[src/rtl/core/tqmr_pkg.sv]
// shared constants, types and helpers for the tiered query match ranker
`timescale 1ns / 1ps

package tqmr_pkg;

  localparam int MAX_QUERY  = 16;
  localparam int UNIT_SLOTS = 16;
  localparam int UNIT_W     = 16;
  localparam int LEN_W      = 5;
  localparam int TIER_W     = 3;
  localparam int ADDR_W     = 6;
  localparam int DATA_W     = 64;
  localparam int IDX_W      = 4;

  localparam logic [LEN_W-1:0] QUERY_LIMIT =
    LEN_W'((MAX_QUERY < UNIT_SLOTS) ? MAX_QUERY : UNIT_SLOTS);
  localparam logic [LEN_W-1:0] LEN_MAX    = '1;
  localparam logic [UNIT_W-1:0] SPACE_UNIT = 16'h0020;

  // result tiers, best first
  localparam logic [TIER_W-1:0] TIER_EXACT       = 3'd0;
  localparam logic [TIER_W-1:0] TIER_NAME_PREFIX = 3'd1;
  localparam logic [TIER_W-1:0] TIER_WORD_PREFIX = 3'd2;
  localparam logic [TIER_W-1:0] TIER_SUBSTRING   = 3'd3;
  localparam logic [TIER_W-1:0] TIER_SUBSEQUENCE = 3'd4;
  localparam logic [TIER_W-1:0] TIER_NO_MATCH    = 3'd5;

  // register indexes, one 64-bit slot each
  localparam logic [2:0] REG_QUERY_LEN = 3'd0;
  localparam logic [2:0] REG_UNITS_A   = 3'd1;
  localparam logic [2:0] REG_UNITS_B   = 3'd2;
  localparam logic [2:0] REG_UNITS_C   = 3'd3;
  localparam logic [2:0] REG_UNITS_D   = 3'd4;

  // broadcast from the top level to every cell
  typedef struct packed {
    logic              step;
    logic              clear;
    logic [UNIT_W-1:0] unit;
  } cell_ctrl_t;

  typedef logic [UNIT_SLOTS-1:0][UNIT_W-1:0] query_units_t;

  // clamp the programmed length into 1 .. QUERY_LIMIT
  function automatic logic [LEN_W-1:0] eff_query_len(input logic [LEN_W-1:0] raw);
    logic [LEN_W-1:0] q;
    q = raw;
    if (q == '0) begin
      q = LEN_W'(1);
    end
    if (q > QUERY_LIMIT) begin
      q = QUERY_LIMIT;
    end
    return q;
  endfunction

endpackage

[src/rtl/core/tqmr_regs.sv]
// configuration register file on the apb-style port
`timescale 1ns / 1ps

module tqmr_regs
  import tqmr_pkg::*;
(
  input  logic              clk,
  input  logic              rst,
  input  logic              psel,
  input  logic              penable,
  input  logic              pwrite,
  input  logic [ADDR_W-1:0] paddr,
  input  logic [DATA_W-1:0] pwdata,
  output logic [DATA_W-1:0] prdata,
  output logic              pready,
  output logic [LEN_W-1:0]  query_len,
  output query_units_t      query_units
);

  logic [DATA_W-1:0] units_a;
  logic [DATA_W-1:0] units_b;
  logic [DATA_W-1:0] units_c;
  logic [DATA_W-1:0] units_d;
  logic              wr_en;
  logic [2:0]        reg_idx;

  assign pready  = 1'b1;
  assign wr_en   = psel & penable & pwrite;
  assign reg_idx = paddr[5:3];

  always_ff @(posedge clk) begin
    if (rst) begin
      query_len <= LEN_W'(1);
      units_a   <= '0;
      units_b   <= '0;
      units_c   <= '0;
      units_d   <= '0;
    end else if (wr_en) begin
      unique case (reg_idx)
        REG_QUERY_LEN: query_len <= pwdata[LEN_W-1:0];
        REG_UNITS_A:   units_a   <= pwdata;
        REG_UNITS_B:   units_b   <= pwdata;
        REG_UNITS_C:   units_c   <= pwdata;
        REG_UNITS_D:   units_d   <= pwdata;
        default: ;
      endcase
    end
  end

  always_comb begin
    unique case (reg_idx)
      REG_QUERY_LEN: prdata = {{(DATA_W-LEN_W){1'b0}}, query_len};
      REG_UNITS_A:   prdata = units_a;
      REG_UNITS_B:   prdata = units_b;
      REG_UNITS_C:   prdata = units_c;
      REG_UNITS_D:   prdata = units_d;
      default:       prdata = '0;
    endcase
  end

  assign query_units = {units_d, units_c, units_b, units_a};

endmodule

[src/rtl/core/tqmr_cell.sv]
// one query position: compare and the substring / word-prefix vector bits
`timescale 1ns / 1ps

module tqmr_cell
  import tqmr_pkg::*;
(
  input  logic              clk,
  input  logic              rst,
  input  cell_ctrl_t        ctrl,
  input  logic [UNIT_W-1:0] query_unit,
  input  logic              active,
  input  logic              sub_in,
  input  logic              word_in,
  output logic              sub_bit,
  output logic              word_bit,
  output logic              sub_next,
  output logic              word_next
);

  logic match;

  assign match     = active & (query_unit == ctrl.unit);
  assign sub_next  = sub_in & match;
  assign word_next = word_in & match;

  always_ff @(posedge clk) begin
    if (rst || ctrl.clear) begin
      sub_bit  <= 1'b0;
      word_bit <= 1'b0;
    end else if (ctrl.step) begin
      sub_bit  <= sub_next;
      word_bit <= word_next;
    end
  end

endmodule

[src/rtl/core/tiered_query_match_ranker.sv]
// top level: streams name units through a row of query cells and ranks the match
`timescale 1ns / 1ps

// channel   | dir | signals                          | carries
// s_*       | in  | tvalid tready tdata tlast tuser  | one name unit per request
// m_*       | out | tvalid tready tdata              | match tier at end of name
// apb       | in  | psel penable pwrite paddr pwdata | query length and units
//
// one name unit is taken every cycle while s_tready is high; each unit goes through all cells in parallel
// the tier is registered at the edge that takes the last (or empty) unit, valid on m_* next cycle
// the output register holds one tier; input stalls only while it is full and m_tready is low
// synchronous active-high rst clears per-name state, output valid and registers
// to query_len 1 with all units zero

module tiered_query_match_ranker
  import tqmr_pkg::*;
(
  input  logic              clk,
  input  logic              rst,
  input  logic              s_tvalid,
  output logic              s_tready,
  input  logic [15:0]       s_tdata,   // [15:0] name_unit
  input  logic              s_tlast,   // end_of_name
  input  logic              s_tuser,   // empty_name
  output logic              m_tvalid,
  input  logic              m_tready,
  output logic [7:0]        m_tdata,   // [2:0] match_tier, [7:3] zero
  input  logic              psel,
  input  logic              penable,
  input  logic              pwrite,
  input  logic [ADDR_W-1:0] paddr,
  input  logic [DATA_W-1:0] pwdata,
  output logic [DATA_W-1:0] prdata,
  output logic              pready
);

  // configuration
  logic [LEN_W-1:0] query_len;
  query_units_t     query_units;
  logic [LEN_W-1:0] q;
  logic [UNIT_SLOTS-1:0] top_bit;

  // per-name state
  logic [LEN_W-1:0] name_length;
  logic [LEN_W-1:0] name_length_next;
  logic             prefix_alive;
  logic             prefix_alive_next;
  logic             substring_seen;
  logic             substring_seen_next;
  logic             word_prefix_seen;
  logic             word_prefix_seen_next;
  logic [LEN_W-1:0] subsequence_count;
  logic [LEN_W-1:0] subsequence_count_next;
  logic             at_word_start;

  // cell row
  cell_ctrl_t            ctrl;
  logic [UNIT_SLOTS-1:0] sub_vec;
  logic [UNIT_SLOTS-1:0] word_vec;
  logic [UNIT_SLOTS-1:0] sub_vec_next;
  logic [UNIT_SLOTS-1:0] word_vec_next;

  // handshake
  logic             s_accept;
  logic             unit_step;
  logic             name_done;
  logic [TIER_W-1:0] tier;
  logic [TIER_W-1:0] tier_next;
  logic [UNIT_W-1:0] c;

  tqmr_regs u_regs (
    .clk         (clk),
    .rst         (rst),
    .psel        (psel),
    .penable     (penable),
    .pwrite      (pwrite),
    .paddr       (paddr),
    .pwdata      (pwdata),
    .prdata      (prdata),
    .pready      (pready),
    .query_len   (query_len),
    .query_units (query_units)
  );

  assign q       = eff_query_len(query_len);
  assign top_bit = UNIT_SLOTS'(1) << (q - LEN_W'(1));
  assign c       = s_tdata;

  // a free or draining output slot lets the next unit in
  assign s_tready  = ~m_tvalid | m_tready;
  assign s_accept  = s_tvalid & s_tready;
  assign unit_step = s_accept & ~s_tuser;
  assign name_done = s_accept & (s_tlast | s_tuser);

  assign ctrl.step          = unit_step;
  assign ctrl.clear         = name_done;
  assign ctrl.unit          = c;

  // cell i holds bit i of both shift-and vectors, fed by cell i-1
  for (genvar i = 0; i < UNIT_SLOTS; i++) begin : g_cell
    logic sub_in;
    logic word_in;
    if (i == 0) begin : g_head
      assign sub_in  = 1'b1;
      assign word_in = at_word_start;
    end else begin : g_link
      assign sub_in  = sub_vec[i-1];
      assign word_in = word_vec[i-1];
    end
    tqmr_cell u_cell (
      .clk        (clk),
      .rst        (rst),
      .ctrl       (ctrl),
      .query_unit (query_units[i]),
      .active     (LEN_W'(i) < q),
      .sub_in     (sub_in),
      .word_in    (word_in),
      .sub_bit    (sub_vec[i]),
      .word_bit   (word_vec[i]),
      .sub_next   (sub_vec_next[i]),
      .word_next  (word_vec_next[i])
    );
  end

  // prefix, length and greedy subsequence tracking
  always_comb begin
    prefix_alive_next = prefix_alive;
    if ((name_length < q) && (query_units[name_length[IDX_W-1:0]] != c)) begin
      prefix_alive_next = 1'b0;
    end
    subsequence_count_next = subsequence_count;
    if ((subsequence_count < q) && (query_units[subsequence_count[IDX_W-1:0]] == c)) begin
      subsequence_count_next = subsequence_count + LEN_W'(1);
    end
    name_length_next = (name_length < LEN_MAX) ? name_length + LEN_W'(1) : name_length;
    substring_seen_next   = substring_seen | (|(sub_vec_next & top_bit));
    word_prefix_seen_next = word_prefix_seen | (|(word_vec_next & top_bit));
  end

  // best tier from the state after this unit
  always_comb begin
    if (s_tuser) begin
      tier_next = TIER_NO_MATCH;
    end else if (prefix_alive_next && (name_length_next == q)) begin
      tier_next = TIER_EXACT;
    end else if (prefix_alive_next && (name_length_next >= q)) begin
      tier_next = TIER_NAME_PREFIX;
    end else if (word_prefix_seen_next) begin
      tier_next = TIER_WORD_PREFIX;
    end else if (substring_seen_next) begin
      tier_next = TIER_SUBSTRING;
    end else if (subsequence_count_next == q) begin
      tier_next = TIER_SUBSEQUENCE;
    end else begin
      tier_next = TIER_NO_MATCH;
    end
  end

  always_ff @(posedge clk) begin
    if (rst || name_done) begin
      name_length       <= '0;
      prefix_alive      <= 1'b1;
      substring_seen    <= 1'b0;
      word_prefix_seen  <= 1'b0;
      subsequence_count <= '0;
      at_word_start     <= 1'b1;
    end else if (unit_step) begin
      name_length       <= name_length_next;
      prefix_alive      <= prefix_alive_next;
      substring_seen    <= substring_seen_next;
      word_prefix_seen  <= word_prefix_seen_next;
      subsequence_count <= subsequence_count_next;
      at_word_start     <= (c == SPACE_UNIT);
    end
  end

  // output register
  always_ff @(posedge clk) begin
    if (rst) begin
      m_tvalid <= 1'b0;
    end else if (name_done) begin
      m_tvalid <= 1'b1;
    end else if (m_tready) begin
      m_tvalid <= 1'b0;
    end
  end

  always_ff @(posedge clk) begin
    if (name_done) begin
      tier <= tier_next;
    end
  end

  assign m_tdata = {{(8-TIER_W){1'b0}}, tier};

  // an empty name always ranks as no match
  a_empty_no_match: assert property (@(posedge clk) disable iff (rst)
    (s_accept && s_tuser) |=> (m_tvalid && (m_tdata[TIER_W-1:0] == TIER_NO_MATCH)))
    else $error("empty name did not give no match");

  // a finished name leaves the tracker in its idle state
  a_name_cleared: assert property (@(posedge clk) disable iff (rst)
    name_done |=> ((name_length == '0) && prefix_alive && at_word_start &&
                   (sub_vec == '0) && (word_vec == '0) && !substring_seen))
    else $error("per-name state not cleared after end of name");

  // a unit that ends no name never produces a result
  a_no_spurious: assert property (@(posedge clk) disable iff (rst)
    (!m_tvalid && !name_done) |=> !m_tvalid)
    else $error("result appeared without end of name");

  // the tier code stays within the defined tiers
  a_tier_range: assert property (@(posedge clk) disable iff (rst)
    m_tvalid |-> (m_tdata[TIER_W-1:0] <= TIER_NO_MATCH))
    else $error("tier code out of range");

endmodule

[config.mk]
export PLATFORM = sky130hd
export DESIGN_NAME = tiered_query_match_ranker
export DESIGN_NICKNAME = d
export VERILOG_FILES = /design/src/rtl/core/tqmr_pkg.sv /design/src/rtl/core/tqmr_regs.sv /design/src/rtl/core/tqmr_cell.sv /design/src/rtl/core/tiered_query_match_ranker.sv
export SDC_FILE = /design/constraint.sdc
export NUM_CORES = 1
export LEC_CHECK = 0
export ABC_AREA = 1
export BUFFER_PORTS_ARGS = -buffer_cell sky130_fd_sc_hd__buf_2
export CORE_MARGIN = 1.5
export CORE_UTILIZATION = 35
export DETAILED_ROUTE_END_ITERATION = 10
export PLACE_DENSITY = 0.63
export SYNTH_ARGS = -nofsm -noshare
export SYNTH_HDL_FRONTEND = slang
export SYNTH_SLANG_ARGS = --single-unit
export TNS_END_PERCENT = 10
[constraint.sdc]
create_clock -name clk -period 3.34 [get_ports clk]
set_clock_uncertainty 0.15 [all_clocks]
set_input_delay 0.668 -clock clk [delete_from_list [all_inputs] [get_ports clk]]
set_output_delay 0.668 -clock clk [all_outputs]
set_load 0.02 [all_outputs]
==> summary.md <==
| Metric | Value |
|---|---|
| DP Area | `~0.025 mm²` |
| Max Fclk | `approximately 300 MHz` |
| Area of the multi-input gates | `approximately 0.013 mm²` |
| Least setup slack across all paths after layout | `-43.2 ps` |
| Initial DRC count | `3842` |
| Final period utilization | `1.01` |
| Sequential Area | `0.00623 mm²` |
| Filler cell count in the final layout | `roughly 6.5k` |
| Number of flops mapped to enable cells by yosys | `3` |
| Power density relative to cell area | `between 300 and 400 mW/mm²` |
| Buffers added on ports | `160` |
| Normalized max-slew margin | `0.342` |
| Slew at the pin closest to its max-slew limit | `around 980 ps` |
| Root Buffer | `clkbuf_16` |
| Post-DR vias/cell | `6.03` |
| Internal reg-to-reg setup slack | `-40 ps` |
| Fraction of layout instances using a drive strength above 1 | `0.152` |
| Number of cells traversed by the worst hold path | `3` |
| Hold_buf cts | `0` |
| Worst hold endpoint | `u_regs.units_a[9]` |
| DRC violations left | `0` |
| Start point of the worst hold path | `pwdata[9]` |
| Pins Over Slew Limit | `0` |
| Maximum number of pins on one net before global-route repair | `approximately 130` |
| CP Data Arrival Time | `approximately 3600 ps` |
| Count of cells along the worst register-to-register path | `22` |
| Number of buffers on the longest clock path | `3` |
| Unrepaired setup endpoints after global routing | `true` |
| Top cells by area in the synthesized netlist | `dfxtp_1, o21ai_0, nand2_1` |
| Sequential fraction of the synthesis area | `0.289` |
| Min Tclk post-route | `3380 ps` |
| Sum of net half-perimeters after detailed placement | `roughly 96000 µm` |
| Area of the core region | `0.0606 mm²` |
| Total detailed-routing wirelength | `about 130000 µm` |
| Number of synthesized register bits | `slightly above 300` |
| RePlAce Congestion | `~1.1` |
| CTS sink cnt | `slightly above 300` |
| Synthesized netlist cell count | `3358` |
| Area leader, netlist | `dfxtp_1` |
| Path class of the lowest-slack min-delay path | `input pin to flip-flop` |
| TritonCTS clock tree | `yes` |
| Area fraction of the dominant cell type after synthesis | `0.285` |
| Total Power | `10300 µW` |
| Final sum of negative setup slack | `-43.2 ps` |
| Static leakage power | `~0.011 µW` |
| Synth async-reset ratio | `0` |
| Ports placed on the boundary | `170` |
| Wire length of the first global-routing pass | `174000 µm` |
| Most common cell after layout, fill and taps aside | `nand2_1` |
| Total clock buffers created by CTS | `40` |
| Outcome | `finished with violations` |
| DRT antenna net count | `0` |
| Number of hold-slack violations in the final timing report | `0` |
| H-tree levels | `2` |
| Predominant post-synthesis flop cell | `dfxtp_1` |
| Endpoint type of the worst setup path | `flip-flop` |
| Overall die area | `roughly 0.063 mm²` |
| Iteration count of the initial detailed-routing pass | `6` |
| Avg WL per Cell | `roughly 29 µm` |
| MaxCap Viol Count | `0` |
| Top library cells by usage in the layout, fill and taps aside | `nand2_1, o21ai_0, a21oi_1, inv_1, dfxtp_1` |
| Worst Setup Slack post-DPL | `-178 ps` |
| Largest voltage drop on the vdd net | `0.341 mV` |
| Clock latency reported for the late side of the worst-skew pair | `around 590 ps` |
| # rows | `90` |
| Post-placement cell count | `~4.3k` |
| Violated checks | `setup timing` |
| Tot GR Track Use | `0.383` |
| Via count of the first global-routing pass | `24.0k` |
| Type of element launching the critical path | `flip-flop` |
| Global route total overflow | `0` |
| Origin of the critical flop-to-flop path | `subsequence_count[0]` |
| Synthesis-to-finish area growth | `23.4%` |
| R2R Path End | `tier[0]` |
| Netlist area before placement | `0.0215 mm²` |
| Clock input transition at the sequential cells of the worst setup and hold paths | `roughly 60 ps` |
| Distinct cells, synth | `46` |
| Final #Nets | `roughly 3.7k` |
| Routed via count | `between 20k and 30k` |
| Starting density of the core | `0.355` |
| Data required time at the worst endpoint | `roughly 3500 ps` |
| Average footprint of a synthesized cell | `6.40 µm²` |
| Vertical die dimension | `about 250 µm` |
| Fin area | `~0.027 mm²` |
| Number of synthesis warnings | `0` |
| Initial antenna violation count | `15` |
| Filler-free cell count of the finished design | `approximately 4.4k` |
| Setup Viol. Count Final | `1` |
| Die boundary width | `about 250 µm` |
| Max Fanout on Critical Path | `11` |
| Crit Path Class | `flip-flop to flip-flop` |
layout make-up:
class | count | area share
inverters | 353 | 0.0508
well taps | 782 | 0.0369
repair buffers | 436 | 0.137
diodes | 4 | 0.000377
clock buffers | 60 | 0.0459
multi-input cells | 2439 | 0.489
flip-flops and latches | 309 | 0.235
clock inverters | 12 | 0.00566
synth_stat cells (all sizes together) (2+ instances only):
library cell and number:
o2111ai 18, a211oi 11, ha 15, o211ai 43, buf 96, nor2 169, and2 3, dfxtp 306
edfxtp 3, nor3b 2, nand3b 7, a221oi 7, clkinv 20, nor3 45, nand2 573, a21o 2
inv 333, o211a 2, a221o 59, xnor2 62, and3 2, nor4 27, nand4 77, a21oi 426
nand3 228, clkbuf 165, o22ai 86, conb 2, o21ai 458, xor2 104
report_power, final:
part	internal (µW)	total, µW	switching, µW	leakage, µW
Sequential	3760	3830	72.5	0.00250
Combinational	621	1890	1270	0.00793
Clock	2750	4630	1880	0.000676
what timing repair did:
item | CTS | global route
buffers inserted | 0 | 12
endpoints found under the setup margin | 0 | 3
resized for setup | 0 | 33
per-layer routing:
layer,share of wire,track usage,vias up
met5,0.00091,0,-
met3,0.11,0.0839,509
met4,0.080,0.254,18
met1,0.38,0.477,12199
li1,-,-,11958
met2,0.43,0.595,1836
registers in the layout, summed over array words and instances (netlist names):
signal / count
at_word_start: 1
u_regs.units_d: 64
m_tvalid: 1
name_length: 5
u_regs.units_b: 64
substring_seen: 1
u_regs.units_c: 64
g_cell.u_cell.word_bit: 15
tier: 3
subsequence_count: 5
word_prefix_seen: 1
u_regs.query_len: 5
g_cell.u_cell.sub_bit: 15
prefix_alive: 1
u_regs.units_a: 64
cell families (layout without fill, tap and decap cells):
kind of cell,count (synthesis),in the layout,share of synthesized area
AND/OR/NAND/NOR,1135,1135,0.230
flip-flops,309,309,0.289
adder cells (fa/ha/maj),15,15,0.00873
AO/OA/AOI/OAI,1117,1117,0.292
other,2,10,0.000349
XOR/XNOR,166,166,0.0676
buffers and inverters,614,861,0.113
worst max path at each step:
stage,startpoint,endpoint,cells past startpoint
4_1_cts,subsequence_count[0],tier[0],25
3_5_place_dp,s_tdata[13],tier[0],16
3_3_place_gp,s_tdata[13],tier[0],16
5_1_grt,subsequence_count[0],tier[0],24
2_1_floorplan,u_regs.query_len[2],tier[0],17
6_report,subsequence_count[0],tier[0],22
metrics by stage:
step           utilization  hold slack [ps]
6_report             0.438              209
3_5_place_dp         0.409              309
2_1_floorplan            -              277
4_1_cts              0.431              188
3_3_place_gp         0.409              306
5_1_grt              0.438              221
worst max-delay path, cell delays in order (launching register included):
cell	delay [ps]
dfxtp_4	400
buf_12	140
buf_12	120
clkbuf_16	170
o211ai_1	330
nand3_1	150
nand3_2	90
nand2_1	50
nand2_1	60
nand2_2	90
nor2_2	130
nand2_2	70
nor2_4	260
buf_6	160
nand4_1	130
nand3_1	120
nand3_1	90
nor2_2	120
nand3_1	80
nand2_1	60
nand2_1	50
nand2_1	60
nand2_1	40
Power figures use the tool's default switching activity.
